## src/rtl/core/hfdd_pkg.sv

```systemverilog
// Shared types and constants of the Huffman first-difference decoder.
// No dependencies; every module of the block imports this package.

package hfdd_pkg;

    localparam int NODE_DEPTH = 1024;
    localparam int NODE_AW    = $clog2(NODE_DEPTH);
    localparam int MAX_LINE   = 1024;

    localparam int IDX_W   = 10;
    localparam int LEN_W   = 11;
    localparam int PIX_W   = 8;
    localparam int VAL_W   = 10;
    localparam int TDATA_W = 56;

    localparam logic [LEN_W-1:0] LINE_LEN_RESET = LEN_W'(800);

    typedef enum logic [1:0] {
        FUNC_LOAD  = 2'd0,
        FUNC_START = 2'd1,
        FUNC_BYTE  = 2'd2
    } t_func;

    typedef enum logic {
        REG_ROOT_INDEX  = 1'b0,
        REG_LINE_LENGTH = 1'b1
    } t_cfg_reg;

    typedef enum logic [2:0] {
        ST_IDLE,
        ST_RD_ROOT,
        ST_RD_WALK,
        ST_STEP,
        ST_FINISH
    } t_state;

    // one node table entry
    typedef struct packed {
        logic             leaf;
        logic [VAL_W-1:0] val;
        logic [IDX_W-1:0] left;
        logic [IDX_W-1:0] right;
    } t_node;

    // input item payload, lowest field in the lowest bits
    typedef struct packed {
        logic [6:0]       pad;
        logic [VAL_W-1:0] leaf_value;
        logic             leaf_flag;
        logic [IDX_W-1:0] right_child;
        logic [IDX_W-1:0] left_child;
        logic [IDX_W-1:0] node_addr;
        logic [PIX_W-1:0] byte_in;
    } t_in_data;

    typedef struct packed {
        logic [IDX_W-1:0] root_index;
        logic [LEN_W-1:0] line_length;
    } t_cfg;

    typedef struct packed {
        logic             we;
        logic [IDX_W-1:0] waddr;
        t_node            wdata;
        logic             re;
        logic [IDX_W-1:0] raddr;
    } t_ram_req;

endpackage

```

## src/rtl/core/hfdd_walker.sv

```systemverilog
// Tree walker: shifts a code byte out one bit per cycle when not stalled and steps
// the node table once per bit; holds the line and output registers. Uses hfdd_pkg.

module hfdd_walker import hfdd_pkg::*; (
    input  logic               i_clk,
    input  logic               i_rst_n,
    input  t_cfg               i_cfg,
    input  logic               s_axis_tvalid,
    output logic               s_axis_tready,
    input  logic [TDATA_W-1:0] s_axis_tdata,
    input  logic [1:0]         s_axis_tuser,
    output logic               m_axis_tvalid,
    input  logic               m_axis_tready,
    output logic [PIX_W-1:0]   m_axis_tdata,
    output logic               m_axis_tlast,
    output t_ram_req           o_ram_req,
    input  t_node              i_rd_data
);

    t_state           r_state, n_state;
    logic [PIX_W-1:0] r_shift, n_shift;
    logic [2:0]       r_left, n_left;
    t_node            r_root_ent, n_root_ent;
    logic [IDX_W-1:0] r_walk, n_walk;
    logic [IDX_W-1:0] r_rd_addr, n_rd_addr;
    logic [PIX_W-1:0] r_prev, n_prev;
    logic [LEN_W-1:0] r_count, n_count;
    logic             r_stopped, n_stopped;
    logic [PIX_W-1:0] r_pend, n_pend;
    logic             r_pend_valid, n_pend_valid;
    logic             r_out_valid, n_out_valid;
    logic [PIX_W-1:0] r_out_pixel, n_out_pixel;
    logic             r_out_last, n_out_last;

    t_in_data         in_d;
    t_func            func;
    logic [LEN_W-1:0] limit;
    logic             out_free;
    logic             accept;
    logic [PIX_W-1:0] pix;
    t_node            next_ent;
    logic [IDX_W-1:0] next_idx;

    assign in_d     = t_in_data'(s_axis_tdata);
    assign func     = t_func'(s_axis_tuser);
    assign limit    = (int'(i_cfg.line_length) > MAX_LINE) ? LEN_W'(MAX_LINE)
                                                          : i_cfg.line_length;
    assign out_free = !r_out_valid || m_axis_tready;
    assign accept   = s_axis_tvalid && s_axis_tready;
    assign pix      = r_prev - i_rd_data.val[PIX_W-1:0];

    always_comb begin
        n_state      = r_state;
        n_shift      = r_shift;
        n_left       = r_left;
        n_root_ent   = r_root_ent;
        n_walk       = r_walk;
        n_prev       = r_prev;
        n_count      = r_count;
        n_stopped    = r_stopped;
        n_pend       = r_pend;
        n_pend_valid = r_pend_valid;
        n_out_valid  = r_out_valid && !m_axis_tready;
        n_out_pixel  = r_out_pixel;
        n_out_last   = r_out_last;
        next_ent     = i_rd_data;
        next_idx     = r_rd_addr;
        s_axis_tready   = 1'b0;
        o_ram_req       = '0;
        o_ram_req.re    = 1'b1;
        o_ram_req.raddr = r_rd_addr;
        o_ram_req.waddr = in_d.node_addr;
        o_ram_req.wdata = '{leaf: in_d.leaf_flag, val: in_d.leaf_value,
                            left: in_d.left_child, right: in_d.right_child};

        case (r_state)
            ST_IDLE: begin
                s_axis_tready = 1'b1;
                if (accept) begin
                    case (func)
                        FUNC_LOAD: begin
                            o_ram_req.we = 1'b1;
                        end
                        FUNC_START: begin
                            n_walk = i_cfg.root_index;
                            n_prev = in_d.byte_in;
                            if (limit == '0) begin
                                n_count   = '0;
                                n_stopped = 1'b1;
                            end else begin
                                n_count      = LEN_W'(1);
                                n_stopped    = (limit <= LEN_W'(1));
                                n_pend       = in_d.byte_in;
                                n_pend_valid = 1'b1;
                                n_state      = ST_FINISH;
                            end
                        end
                        FUNC_BYTE: begin
                            if (!r_stopped) begin
                                n_shift         = in_d.byte_in;
                                o_ram_req.raddr = i_cfg.root_index;
                                n_state         = ST_RD_ROOT;
                            end
                        end
                        default: ;
                    endcase
                end
            end
            ST_RD_ROOT: begin
                n_root_ent      = i_rd_data;
                o_ram_req.raddr = r_walk;
                n_state         = ST_RD_WALK;
            end
            ST_RD_WALK: begin
                if (i_rd_data.leaf) begin
                    o_ram_req.raddr = r_walk;
                end else begin
                    o_ram_req.raddr = r_shift[PIX_W-1] ? i_rd_data.left : i_rd_data.right;
                end
                n_shift = r_shift << 1;
                n_left  = 3'd7;
                n_state = ST_STEP;
            end
            ST_STEP: begin
                if (r_stopped) begin
                    o_ram_req.re = 1'b0;
                    n_state      = ST_FINISH;
                end else if (i_rd_data.leaf && r_pend_valid && !out_free) begin
                    o_ram_req.re = 1'b0;
                end else begin
                    if (i_rd_data.leaf) begin
                        n_prev    = pix;
                        n_count   = r_count + LEN_W'(1);
                        n_stopped = (n_count >= limit);
                        if (r_pend_valid) begin
                            n_out_valid = 1'b1;
                            n_out_pixel = r_pend;
                            n_out_last  = 1'b0;
                        end
                        n_pend       = pix;
                        n_pend_valid = 1'b1;
                        n_walk       = i_cfg.root_index;
                        next_ent     = r_root_ent;
                        next_idx     = i_cfg.root_index;
                    end else begin
                        n_walk = r_rd_addr;
                    end
                    if (r_left == 3'd0) begin
                        o_ram_req.re = 1'b0;
                        n_state      = ST_FINISH;
                    end else begin
                        if (next_ent.leaf) begin
                            o_ram_req.raddr = next_idx;
                        end else begin
                            o_ram_req.raddr = r_shift[PIX_W-1] ? next_ent.left
                                                               : next_ent.right;
                        end
                        n_shift = r_shift << 1;
                        n_left  = r_left - 3'd1;
                    end
                end
            end
            ST_FINISH: begin
                o_ram_req.re = 1'b0;
                if (!r_pend_valid) begin
                    n_state = ST_IDLE;
                end else if (out_free) begin
                    n_out_valid  = 1'b1;
                    n_out_pixel  = r_pend;
                    n_out_last   = 1'b1;
                    n_pend_valid = 1'b0;
                    n_state      = ST_IDLE;
                end
            end
            default: begin
                n_state = ST_IDLE;
            end
        endcase
    end

    assign n_rd_addr = o_ram_req.re ? o_ram_req.raddr : r_rd_addr;

    always_ff @(posedge i_clk) begin
        if (!i_rst_n) begin
            r_state      <= ST_IDLE;
            r_left       <= '0;
            r_walk       <= '0;
            r_prev       <= '0;
            r_count      <= '0;
            r_stopped    <= 1'b0;
            r_pend_valid <= 1'b0;
            r_out_valid  <= 1'b0;
        end else begin
            r_state      <= n_state;
            r_left       <= n_left;
            r_walk       <= n_walk;
            r_prev       <= n_prev;
            r_count      <= n_count;
            r_stopped    <= n_stopped;
            r_pend_valid <= n_pend_valid;
            r_out_valid  <= n_out_valid;
        end
    end

    always_ff @(posedge i_clk) begin
        r_shift     <= n_shift;
        r_root_ent  <= n_root_ent;
        r_rd_addr   <= n_rd_addr;
        r_pend      <= n_pend;
        r_out_pixel <= n_out_pixel;
        r_out_last  <= n_out_last;
    end

    assign m_axis_tvalid = r_out_valid;
    assign m_axis_tdata  = r_out_pixel;
    assign m_axis_tlast  = r_out_last;

    // held pixel is always flushed before a new item is taken
    a_idle_no_pend: assert property (@(posedge i_clk) disable iff (!i_rst_n)
        r_state == ST_IDLE |-> !r_pend_valid)
        else $error("pending pixel left in idle");

    a_root_then_walk: assert property (@(posedge i_clk) disable iff (!i_rst_n)
        r_state == ST_RD_ROOT |=> r_state == ST_RD_WALK)
        else $error("root fetch not followed by walk fetch");

    a_stop_ends_byte: assert property (@(posedge i_clk) disable iff (!i_rst_n)
        (r_state == ST_STEP && r_stopped) |=> r_state == ST_FINISH)
        else $error("walk continued on a full line");

    a_flush_last: assert property (@(posedge i_clk) disable iff (!i_rst_n)
        (r_state == ST_FINISH && r_pend_valid && out_free)
            |=> (m_axis_tvalid && m_axis_tlast && r_state == ST_IDLE))
        else $error("final pixel not marked last");

endmodule

```

## config.mk

```make
export PLATFORM = sky130hd
export DESIGN_NAME = hfdd_walker
export DESIGN_NICKNAME = d
export VERILOG_FILES = /design/src/rtl/core/hfdd_pkg.sv /design/src/rtl/core/hfdd_walker.sv
export SDC_FILE = /design/constraint.sdc
export NUM_CORES = 1
export LEC_CHECK = 0
export BUFFER_PORTS_ARGS = -buffer_cell sky130_fd_sc_hd__buf_2
export CORE_ASPECT_RATIO = 0.7
export CORE_MARGIN = 10
export CORE_UTILIZATION = 50
export DETAILED_ROUTE_END_ITERATION = 10
export PLACE_DENSITY = 0.76
export SETUP_SLACK_MARGIN = 0.4
export SLEW_MARGIN = 20
export SYNTH_ARGS = -nofsm -noshare
export SYNTH_HDL_FRONTEND = slang
export SYNTH_SLANG_ARGS = --single-unit
```

## constraint.sdc

```tcl
create_clock -name i_clk -period 3.52 [get_ports i_clk]
set_input_delay 0.528 -clock i_clk [delete_from_list [all_inputs] [get_ports i_clk]]
set_output_delay 0.528 -clock i_clk [all_outputs]
set_load 0.01 [all_outputs]
```

# Word-level counts from Yosys, hierarchy flattened
# Cells that the tools add are included.
# Widths: inputs -> output; s select.
[totals]
reg_bits = 104
in_bits = 114
out_inout_bits = 64
word_cells = 178
[op_classes]
addsub = 3
magnitude_cmp = 3
eq_ne = 24
mux = 105
reduce_logical = 26
[ops]
columns = ["operator", "count"]
rows = [
  ["$mux 8", 20],
  ["$mux 10", 15],
  ["$mux 31", 4],
  ["$mux 11", 6],
  ["$pmux 8 s2", 3],
  ["$pmux 10 s4", 1],
  ["$reduce_and 7->1", 5],
  ["$mux 1", 34],
  ["$mux 3", 11],
  ["$pmux 8 s3", 1],
  ["$pmux 11 s2", 1],
  ["$ne 2x2->1 const B", 10],
  ["$pmux 10 s2", 1],
  ["$ne 3x3->1 const B", 5],
  ["$pmux 3 s5", 1],
  ["$pmux 3 s2", 2],
  ["$add 11x1->11 const B", 1],
  ["$ge 11x11->1", 1],
  ["$gt 11x11->1 const B", 1],
  ["$le 11x1->1 const B", 1],
  ["$logic_not 11->1", 1],
  ["$pmux 1 s2", 4],
  ["$sub 8x8->8", 1],
  ["$eq 3x2->1 const B", 2],
  ["19 further kinds", 29],
]

# Longest topological paths before layout
# Gate-level depths: netlist (run 1).
[depth]
depth_word = 13
ltp_mapped = 11
mapped_depth_nobuf = 10

# Worst setup path before layout (run 1)
# Ideal clock, no wire load.
[synth_path]
kind = "input to output"
start = "input port i_rd_data[30] (netlist bit)"
end = "output port o_ram_req[10] (netlist bit)"
arrival_ns = 1.935
required_time_ns = 2.992
slack_ns = 1.057
stages = 4
path_buffers = 1
cell_sequence = "buf_4 -> nand4b_2 -> or3b_1 -> a21oi_1"
[synth_lines]
columns = ["element", "line", "text"]
rows = [
  ["start, declared", "hfdd_walker.sv:17", "input t_node i_rd_data"],
  ["end, declared", "hfdd_walker.sv:16", "output t_ram_req o_ram_req,"],
]

==> out/results.ini, run 1 <==
[floorplanning]
start_util_pct = 51.2
fp.dieW_um = 147
io_pins = 178
rows = 32
dieArea_um2 = 16000
coreArea_um2 = 11000
die_height_um = 109

[critical_path]
arrival_ps = 2490
critPathMaxStageDelay_ps = 470
end_kind = primary output
crit_buf_inv = 3
critPathTopFamily = simple AND/OR/NAND/NOR gates
crit_required_ps = 2990
path_cells = buf_4, or3_1, inv_2, and2_1, a221oi_1, o221ai_1, buf_2
cp_max_fo = 13
critPathLaunchType = flip-flop
crit_type = flip-flop to primary output
critPathSlowestCell = or3_1

[finish]
final_area_um2 = 6220
n_fill_cell = 945
nets = 748
num_antenna_cells = 0
regArea_um2 = 2440
layout-drive-gt1-share_pct = 24.0
fin_cells = 770
synthToLayoutAreaGrowth_pct = 10.3
multiInputGateArea_um2 = 2680

[routing]
wirelength_mm = 14.8
drt-wirelength-per-cell_um = 19.2
vias = 4640
via_per_inst = 6.03
dr.pass1.iters = 6
ant_nets = 0
drc_errors = 0
drt_iter0_markers = 575

[cts]
numClockSinks = 94
h-tree-depth = 3
cts_inserted_buffers = 9
clock_latency_ps = 360
post-cts-setup-buffer-count = 0
cts_tree = yes
cts_buffer_depth = 2
cts-root-buf = clkbuf_16
clk_pin_slew_ps = 70
cts_hold_buffers = 0

[yosys]
ys_seq_area_share_pct = 43.3
synth-seq-cells = 94
syn_area_per_cell_um2 = 9.75
netlist_area_um2 = 5640
synth_compound_area_share_pct = 19.7
synth_top_family_by_area = compound AO/OA/AOI/OAI gates
synth_xor_xnor_area_share_pct = 1.71
postSynth.asyncResetShare_pct = 0
syn-num-nets = 714
netlist_top_cells_area = edfxtp_1 (30%), dfxtp_1 (13%), buf_4 (5.7%)
yosys_warnings = 0
synthSimpleGateAreaFrac_pct = 15.2
yosysMostFrequentCell = nand2_1
synth_cells = 578
synth_mux_area_share_pct = 5.75
synth_cell_type_count = 68
netlist.area_leader.share_pct = 29.8
synth_edf_count = 56
synth_ff_type = edfxtp_1
synth_commonest_cells = nand2_1 (61), edfxtp_1 (56), buf_4 (43)
synthAdderAreaFrac_pct = 5.02
yosys.area.top_type = edfxtp_1

[sta]
worstMarginPinSlew_ps = 1020
fmax_mhz = 331
finalSetupTns_ps = 0
finalHoldWorstSlack_ps = 358
slew_viol_final = 0
slew_headroom_pct = 32.2
timing.final.crit_share_pct = 85.8
min_period_ps = 3020
final-hold-violation-count = 0
rsz0062_at_grt = true
finalSetupViolCount = 0
finClkSkew_ps = 7.89

[placed_design]
place.gp.congestion = 0.897
placed_cell_area_um2 = 5900
portBuffers = 86
dp.cells = 754
dp_hpwl_mm = 11.0

[global_routing]
grt-ovfl-total = 0
grt_max_degree = 35
grt_pass1_wl_mm = 23.5
track_usage_pct = 18.2
grt_pass1_vias = 4738
antenna_found_initial = 0

[run]
maxCapViolations = 0

[power]
vdd_drop_max_uv = 278
p_total_uw = 2910
leakage_uw = 0.00242
p_per_area_nw_per_um2 = 468

[worst_hold_path]
hold_class = input pin to flip-flop

[outcome]
outcome = completed

path summary, 6_finish.rpt:
check / depth (start not counted) / slack, ps / from / end
setup / recovery: 7 / 500 / r_state[0]$_SDFFE_PN0P_ / o_ram_req[6]
hold / removal: 1 / 360 / i_rd_data[4] / r_root_ent[4]$_DFFE_PN_
setup reg to reg: 5 / 640 / r_state[2]$_SDFFE_PN0P_ / r_pend[3]$_DFFE_PP_
hold reg to reg: 0 / 420 / r_pend[7]$_DFFE_PP_ / m_axis_tdata[7]$_DFFE_PP_
flip-flops by register name, indices dropped and copies added (netlist names):
name,cells
r_root_ent,21
r_count,11
r_rd_addr,10
r_walk,10
m_axis_tdata,8
r_pend,8
r_prev,8
r_shift,8
r_left,3
r_state,3
m_axis_tlast,1
m_axis_tvalid,1
r_pend_valid,1
r_stopped,1
stage by stage:
stage	setup slack [ps]	util (%)
2_1_floorplan	1060	-
3_3_place_gp	240	53.6
3_5_place_dp	121	53.6
4_1_cts	440	56.4
5_1_grt	398	56.5
6_report	498	56.5
layout by cell type (no fill, tap or decap), types with 12 or more instances in the layout:
master	synthesis	routed
buf_2	8	86
nand2_1	61	61
edfxtp_1	56	56
o21ai_0	38	38
dfxtp_1	38	38
nor2_1	33	32
o211ai_1	24	24
a21oi_1	24	24
ha_1	21	21
mux2_2	19	19
inv_1	17	17
nor2b_1	18	16
nand3_1	13	13
buf_4	43	12
kinds of logic (layout without fill, tap and decap cells):
logic type	after synthesis	count (layout)
AOI/OAI and AO/OA	159	159
adders and majority gates	22	22
muxes	30	30
xor gates and xnor gates	11	11
DFF	94	94
buffers and inverters	94	133
and+or+nand+nor	168	168
report_power, final:
group	switching (uW)	internal, uW
combinational	320	217
clock	455	566
sequential	64.3	1290
what timing repair did:
item / in CTS / in global routing
endpoints found under the hold margin: 0 / 0
endpoints found under the setup margin: 8 / 8
pin swaps: 0 / 1
gates resized for setup: 1 / 3
routing by layer:
| layer | up-vias | routed length [um] | GRT usage, % |
|---|---|---|---|
| met4 | 0 | 328 | 8.82 |
| met1 | 2172 | 6620 | 23.9 |
| met5 | - | 0 | 0 |
| met2 | 237 | 6660 | 28.4 |
| li1 | 2182 | - | - |
| met3 | 49 | 1210 | 3.77 |
area by class of cell:
type	instances	share of cell area, %
Multi-Input combinational cell	390	43.1
Sequential cell	94	39.3
Timing Repair Buffer	98	8.37
Clock buffer	9	3.62
Tap cell	153	3.08
Clock inverter	7	1.37
Inverter	19	1.15
No activity file was read; power rests on OpenSTA's default activity.
==> run 2, diff against run 1 <==
--- a/config.mk
+++ b/config.mk
@@ -5,7 +5,7 @@
 export SDC_FILE = /design/constraint.sdc
 export NUM_CORES = 1
 export LEC_CHECK = 0
-export BUFFER_PORTS_ARGS = -buffer_cell sky130_fd_sc_hd__buf_2
+export BUFFER_PORTS_ARGS = -buffer_cell sky130_fd_sc_hd__clkbuf_2
 export CORE_ASPECT_RATIO = 0.7
 export CORE_MARGIN = 10
 export CORE_UTILIZATION = 50
==> constraint.sdc (replaced) <==
create_clock -name i_clk -period 3.4 [get_ports i_clk]
set_input_delay 0.51 -clock i_clk [delete_from_list [all_inputs] [get_ports i_clk]]
set_output_delay 0.51 -clock i_clk [all_outputs]
set_load 0.01 [all_outputs]
==> run 2 against run 1 <==
Net effect: wire length shrank 0.39%; sequential share of layout area down 0.16 points; utilization is 0.28 points higher; sequential power up 4%; clock skew is 0.61 ps lower; critical endpoint is now o_ram_req[7]; largest cell class unchanged; highest routed layer unchanged.
==> out/results.ini, run 2 (synthesis gave the netlist of run 1 again) <==
[critical_path]
arrival_ps = 2430  ; -60 ps
critPathTopFamily = simple AND/OR/NAND/NOR gates
path_cells = inv_1, ha_1, nor2b_4, or3b_4, a311o_2, nand2_2, o211ai_1, buf_2
end_kind = primary output
worst_r2r_path_depth = 5  ; unchanged
crit_buf_inv = 2  ; -1
crit_required_ps = 2890  ; -100 ps
rr_startpoint = r_state[1]$_SDFFE_PN0P_
worst_r2r_endpoint = r_pend[5]$_DFFE_PP_
r2r_setup_slack_ps = 870  ; +230 ps
critPathMaxStageDelay_ps = 490  ; +20 ps
critPathLaunchType = flip-flop
critPathSlowestCell = a311o_2
crit_type = flip-flop to primary output
cp_max_fo = 7  ; -6

[cts]
cts_buffer_depth = 2  ; unchanged
cts_inserted_buffers = 9  ; unchanged
h-tree-depth = 3  ; unchanged
cts_tree = yes
clk_pin_slew_ps = 70  ; about the same
cts_hold_buffers = 0  ; unchanged
cts-root-buf = clkbuf_16
clock_latency_ps = 350  ; about the same
numClockSinks = 94  ; unchanged

[routing]
vias = 4730  ; +1.9%
drt-wirelength-per-cell_um = 19.1  ; -0.78%
drt_iter0_markers = 474  ; -18%
wirelength_mm = 14.8  ; -0.39%
dr.pass1.iters = 8  ; +2
ant_nets = 0  ; unchanged
via_per_inst = 6.12  ; +1.5%
drc_errors = 0  ; unchanged

[finish]
largest_reg_flops = 21  ; unchanged
num_antenna_cells = 0  ; unchanged
nets = 751  ; +0.40%
reg_top3 = r_root_ent: 21 flops, r_count: 11 flops
final_cell_mix = clkbuf_2 (84), nand2_1 (60), edfxtp_1 (56)
n_fill_cell = 969  ; +2.5%
final_common_cell = clkbuf_2
top_register = r_root_ent
layout-drive-gt1-share_pct = 25.0  ; +1.0 points
synthToLayoutAreaGrowth_pct = 10.8

[power]
power.switching_uw = 854  ; +1.8%
seqPwrFrac_pct = 46.6  ; +0.2 points
clkPwrFrac_pct = 34.3  ; -0.8 points
p_sw_share_pct = 28.4  ; -0.42 points
leakage_uw = 0.00245  ; +1.3%
p_total_uw = 3000  ; +3.3%
vdd_drop_max_uv = 249  ; -10%
p_per_area_nw_per_um2 = 481  ; +2.8%
combPwrFrac_pct = 19.0  ; +0.5 points
p_int_uw = 2150  ; +3.9%

[sta]
slew_viol_final = 0  ; unchanged
min_period_ps = 2940
finalSetupTns_ps = 0  ; unchanged
finalSetupViolCount = 0  ; unchanged
finClkSkew_ps = 7.28  ; -0.611 ps
slew_headroom_pct = 30.0  ; -2.2 points
rsz0062_at_grt = false
timing.final.crit_share_pct = 86.3
fmax_mhz = 341
final-hold-violation-count = 0  ; unchanged
worstMarginPinSlew_ps = 1050  ; +32.7 ps

[global_routing]
track_usage_pct = 17.8  ; -0.44 points
grt_pass1_wl_mm = 23.2  ; -1.4%
antenna_found_initial = 0  ; unchanged
grt_use_met2_pct = 27.6  ; -0.81 points
grt.busiest_layer = met2
use_met1_pct = 23.4  ; -0.50 points
grt_max_degree = 29  ; -17%
grt-ovfl-total = 0  ; unchanged
grt_pass1_vias = 4589  ; -3.1%
global_route.usage.met3_pct = 4.47  ; +0.70 points

[floorplanning]
io_pins = 178  ; unchanged
die_height_um = 109  ; unchanged
fp.dieW_um = 147  ; unchanged
rows = 32  ; unchanged
dieArea_um2 = 16000  ; unchanged
start_util_pct = 51.2  ; unchanged
coreArea_um2 = 11000  ; unchanged

[worst_hold_path]
hold_class = input pin to flip-flop
hold_depth = 1  ; unchanged
whs_endpoint = r_root_ent[13]$_DFFE_PN_
min_from = i_rd_data[13]

[placed_design]
portBuffers = 86  ; unchanged
place.gp.congestion = 0.885  ; -1.3%
dp_hpwl_mm = 11.0  ; +0.13%

[run]
maxCapViolations = 0  ; unchanged

[outcome]
outcome = completed

-- run 2: worst max path at each step --
stage,endpoint,depth (start not counted),slack [ps],from
floorplan,o_ram_req[10],4,970,i_rd_data[30]
global placement,o_ram_req[0],7,680,i_rd_data[30]
detailed placement,o_ram_req[7],7,650,i_rd_data[30]
CTS,o_ram_req[7],7,420,r_state[0]$_SDFFE_PN0P_
global route,o_ram_req[1],8,400,r_left[0]$_SDFFE_PN0P_
finish,o_ram_req[7],8,460,r_left[0]$_SDFFE_PN0P_
-- run 2: timing repair --
| action | 4_1_cts | 5_1_grt |
|---|---|---|
| gates resized for setup | 3 | 8 |
| hold endpoints to repair | 0 | 0 |
| pin swaps | 1 | 2 |
| setup endpoints to repair | 7 | 8 |
| setup buffers | 0 | 3 |
-- run 2: worst reg2reg max path, stage by stage (launching register included) --
cell	delay (ps)
dfxtp_1	560
nor2b_1	180
buf_4	220
and2_1	590
o21ai_0	320
inv_1	340
-- run 2: cell type report --
type,count,area [um^2],share of cell area (%)
multi-input combinational,390,2690,43.0
sequential,94,2440,39.1
timing repair buffer,101,543,8.69
clock buffer,9,225,3.61
tap,153,191,3.06
clock inverter,7,82.6,1.32
inverter,19,71.3,1.14
-- run 2: metal layers --
| layer | vias up | wire, um | share of wire [%] |
|---|---|---|---|
| met5 | - | 0 | 0 |
| met4 | 0 | 333 | 2.3 |
| met3 | 49 | 1220 | 8.3 |
| met2 | 242 | 6590 | 45 |
| met1 | 2254 | 6610 | 45 |
| li1 | 2185 | - | - |
-- run 2: power groups by stage --
stage / Sequential (uW) / Clock [uW] / Combinational [uW]
after floorplan: 1400 / 0 / 398
after global placement: 1410 / 0 / 523
after detailed placement: 1420 / 0 / 547
after CTS: 1400 / 1050 / 552
after global routing: 1410 / 1090 / 623
final: 1400 / 1030 / 572
-- run 2: per-stage QoR --
| stage | hold WS (ps) | worst slack, ps | std cells | area [um^2] | utilization [%] |
|---|---|---|---|---|---|
| after global routing | 342 | 399 | 773 | 6250 | 56.7 |
| final | 352 | 465 | 773 | 6250 | 56.7 |
| after detailed placement | 405 | 647 | 754 | 5900 | 53.6 |
| after CTS | 343 | 423 | 770 | 6210 | 56.4 |
| after global placement | 401 | 676 | 754 | 5900 | 53.6 |
| after floorplan | 400 | 973 | 578 | 5640 | - |
==> run 3, diff against run 2 <==
--- a/config.mk
+++ b/config.mk
@@ -6,11 +6,13 @@
 export NUM_CORES = 1
 export LEC_CHECK = 0
 export BUFFER_PORTS_ARGS = -buffer_cell sky130_fd_sc_hd__clkbuf_2
+export CELL_PAD_IN_SITES_DETAIL_PLACEMENT = 1
+export CELL_PAD_IN_SITES_GLOBAL_PLACEMENT = 1
 export CORE_ASPECT_RATIO = 0.7
 export CORE_MARGIN = 10
-export CORE_UTILIZATION = 50
+export CORE_UTILIZATION = 39
 export DETAILED_ROUTE_END_ITERATION = 10
-export PLACE_DENSITY = 0.76
+export PLACE_DENSITY_LB_ADDON = 0.1
 export SETUP_SLACK_MARGIN = 0.4
 export SLEW_MARGIN = 20
 export SYNTH_ARGS = -nofsm -noshare
==> run 3 against run 2 <==
Net effect: clock power hardly changed; setup slack better by 21 ps; cell count is 5.2% higher; utilization is 12 points lower; die area is 23% higher; sequential share of layout area is 0.35 points lower; via count is 3.6% lower; wire length is 12% higher; critical endpoint is now o_ram_req[2]; largest power group unchanged; highest routed layer unchanged.
==> out/results.ini, run 3 (synthesis gave the netlist of run 1 again) <==
[finish]
final_area_um2 = 6310  ; +0.96%
top_register = r_root_ent
layout-drive-gt1-share_pct = 26.3  ; +1.3 points
final_cell_mix = clkbuf_2 (84), nand2_1 (59), edfxtp_1 (56)
num_antenna_cells = 0  ; unchanged
n_fill_cell = 1627  ; +68%
nets = 754  ; +0.40%
largest_reg_flops = 21  ; unchanged
fin_cells = 813  ; +5.2%
reg_top3 = r_root_ent: 21 flops, r_count: 11 flops
synthToLayoutAreaGrowth_pct = 11.9
final_common_cell = clkbuf_2

[floorplanning]
rows = 36  ; +13%
fp.dieW_um = 164  ; +11%
io_pins = 178  ; unchanged
start_util_pct = 40.1  ; -11 points
die_height_um = 121  ; +11%
coreArea_um2 = 14100  ; +28%
dieArea_um2 = 19700  ; +23%

[critical_path]
r2r_setup_slack_ps = 690  ; -180 ps
end_kind = primary output
arrival_ps = 2400  ; -30 ps
worst_r2r_endpoint = r_pend[0]$_DFFE_PP_
cp_max_fo = 7  ; unchanged
critPathTopFamily = simple AND/OR/NAND/NOR gates
critPathSlowestCell = a311o_2
critPathLaunch = r_left[1]$_SDFFE_PN0P_
crit_buf_inv = 2  ; unchanged
critPathLaunchType = flip-flop
crit_required_ps = 2890  ; about the same
path_cells = inv_1, ha_2, nor2b_4, or3b_4, a311o_2, nand2_1, o211ai_1, clkbuf_2
rr_startpoint = r_state[2]$_SDFFE_PN0P_
crit_type = flip-flop to primary output
worst_r2r_path_depth = 7  ; +2
critPathMaxStageDelay_ps = 510  ; +20 ps

[global_routing]
antenna_found_initial = 0  ; unchanged
grt.busiest_layer = met1
grt_use_met2_pct = 23.9  ; -3.7 points
grt_pass1_wl_mm = 26.3  ; +13%
track_usage_pct = 16.7  ; -1.1 points
grt-ovfl-total = 0  ; unchanged
global_route.usage.met3_pct = 4.54  ; +0.072 points
grt_pass1_vias = 4733  ; +3.1%
use_met1_pct = 24.4  ; +1.0 points
grt_max_degree = 35  ; +21%

[routing]
dr.pass1.iters = 6  ; -2
drt-wirelength-per-cell_um = 20.3  ; +6.2%
vias = 4558  ; -3.6%
wirelength_mm = 16.5  ; +12%
drc_errors = 0  ; unchanged
via_per_inst = 5.61  ; -8.4%
drt_iter0_markers = 250  ; -47%
ant_nets = 0  ; unchanged

[run]
maxCapViolations = 0  ; unchanged

[worst_hold_path]
hold_depth = 1  ; unchanged
whs_endpoint = r_root_ent[0]$_DFFE_PN_
hold_class = input pin to flip-flop
min_from = i_rd_data[0]

[cts]
h-tree-depth = 3  ; unchanged
cts_buffer_depth = 2  ; unchanged
cts_tree = yes
cts-root-buf = clkbuf_16
clock_latency_ps = 360  ; about the same
cts_inserted_buffers = 9  ; unchanged
clk_pin_slew_ps = 80  ; about the same
numClockSinks = 94  ; unchanged

[placed_design]
dp.cells = 794  ; +5.3%
dp_hpwl_mm = 12.5  ; +14%
place.gp.congestion = 0.823  ; -6.9%
portBuffers = 86  ; unchanged
placed_cell_area_um2 = 5970  ; +1.2%

[power]
p_per_area_nw_per_um2 = 473  ; -1.6%
p_total_uw = 2990  ; -0.61%
leakage_uw = 0.00247  ; +0.45%
vdd_drop_max_uv = 319  ; +28%

[sta]
timing.final.crit_share_pct = 85.7  ; -0.63 points
slew_viol_final = 0  ; unchanged
final-hold-violation-count = 0  ; unchanged
min_period_ps = 2910  ; -21.4 ps
finalSetupViolCount = 0  ; unchanged
worstMarginPinSlew_ps = 822  ; -228 ps
rsz0062_at_grt = false
fmax_mhz = 343  ; +0.73%
slew_headroom_pct = 45.0  ; +15 points
finalSetupTns_ps = 0  ; unchanged
finClkSkew_ps = 12.6  ; +5.29 ps

[outcome]
outcome = completed

==> run 3: timing repair <==
item	CTS	global route
endpoints found under the setup margin	8	10
gates cloned	0	0
pin swaps	1	4
hold buffers	0	0
resized for setup	2	15
setup buffers	0	3
==> run 3: worst register-to-register path, delay by kind of cell (launching register included) <==
family	cells	cell delay, ps
buffers and inverters	4	1050
AO/OA/AOI/OAI	1	410
AND/OR/NAND/NOR	2	360
flip-flops	1	600
==> run 3: metal layers <==
layer,share of wire (%),vias up
met5,0,-
met4,0.95,0
met3,6.9,31
met2,41,134
met1,51,2203
li1,-,2190
==> run 3: worst max-delay path by stage <==
stage | endpoint | slack, ps | cells after the start
after CTS | o_ram_req[2] | 410 | 8
after floorplan | o_ram_req[10] | 970 | 4
after global placement | r_pend[0]$_DFFE_PP_ | 660 | 7
final | o_ram_req[2] | 490 | 8
after detailed placement | o_ram_req[2] | 670 | 7
after global routing | o_ram_req[7] | 390 | 8
==> run 3: power breakdown <==
group	switching [uW]	internal (uW)	leakage, uW
registers	73.4	1330	0.000840
logic	338	244	0.00148
clock network	486	513	0.000144
total	897	2090	0.00247
==> run 3: area by class of cell <==
class	count	area, um^2	share of cell area [%]
Clock buffer	9	225	3.57
Clock inverter	7	62.6	0.992
Inverter	19	71.3	1.13
Multi-Input combinational cell	390	2700	42.8
Sequential cell	94	2450	38.8
Tap cell	190	238	3.77
Timing Repair Buffer	104	566	8.97
==> run 3: stage by stage <==
stage | setup slack [ps] | util (%) | hold WS, ps
finish | 486 | 44.9 | 342
global route | 391 | 44.9 | 337
CTS | 415 | 44.5 | 333
detailed placement | 665 | 42.5 | 412
global placement | 663 | 42.5 | 403
floorplan | 973 | - | 400
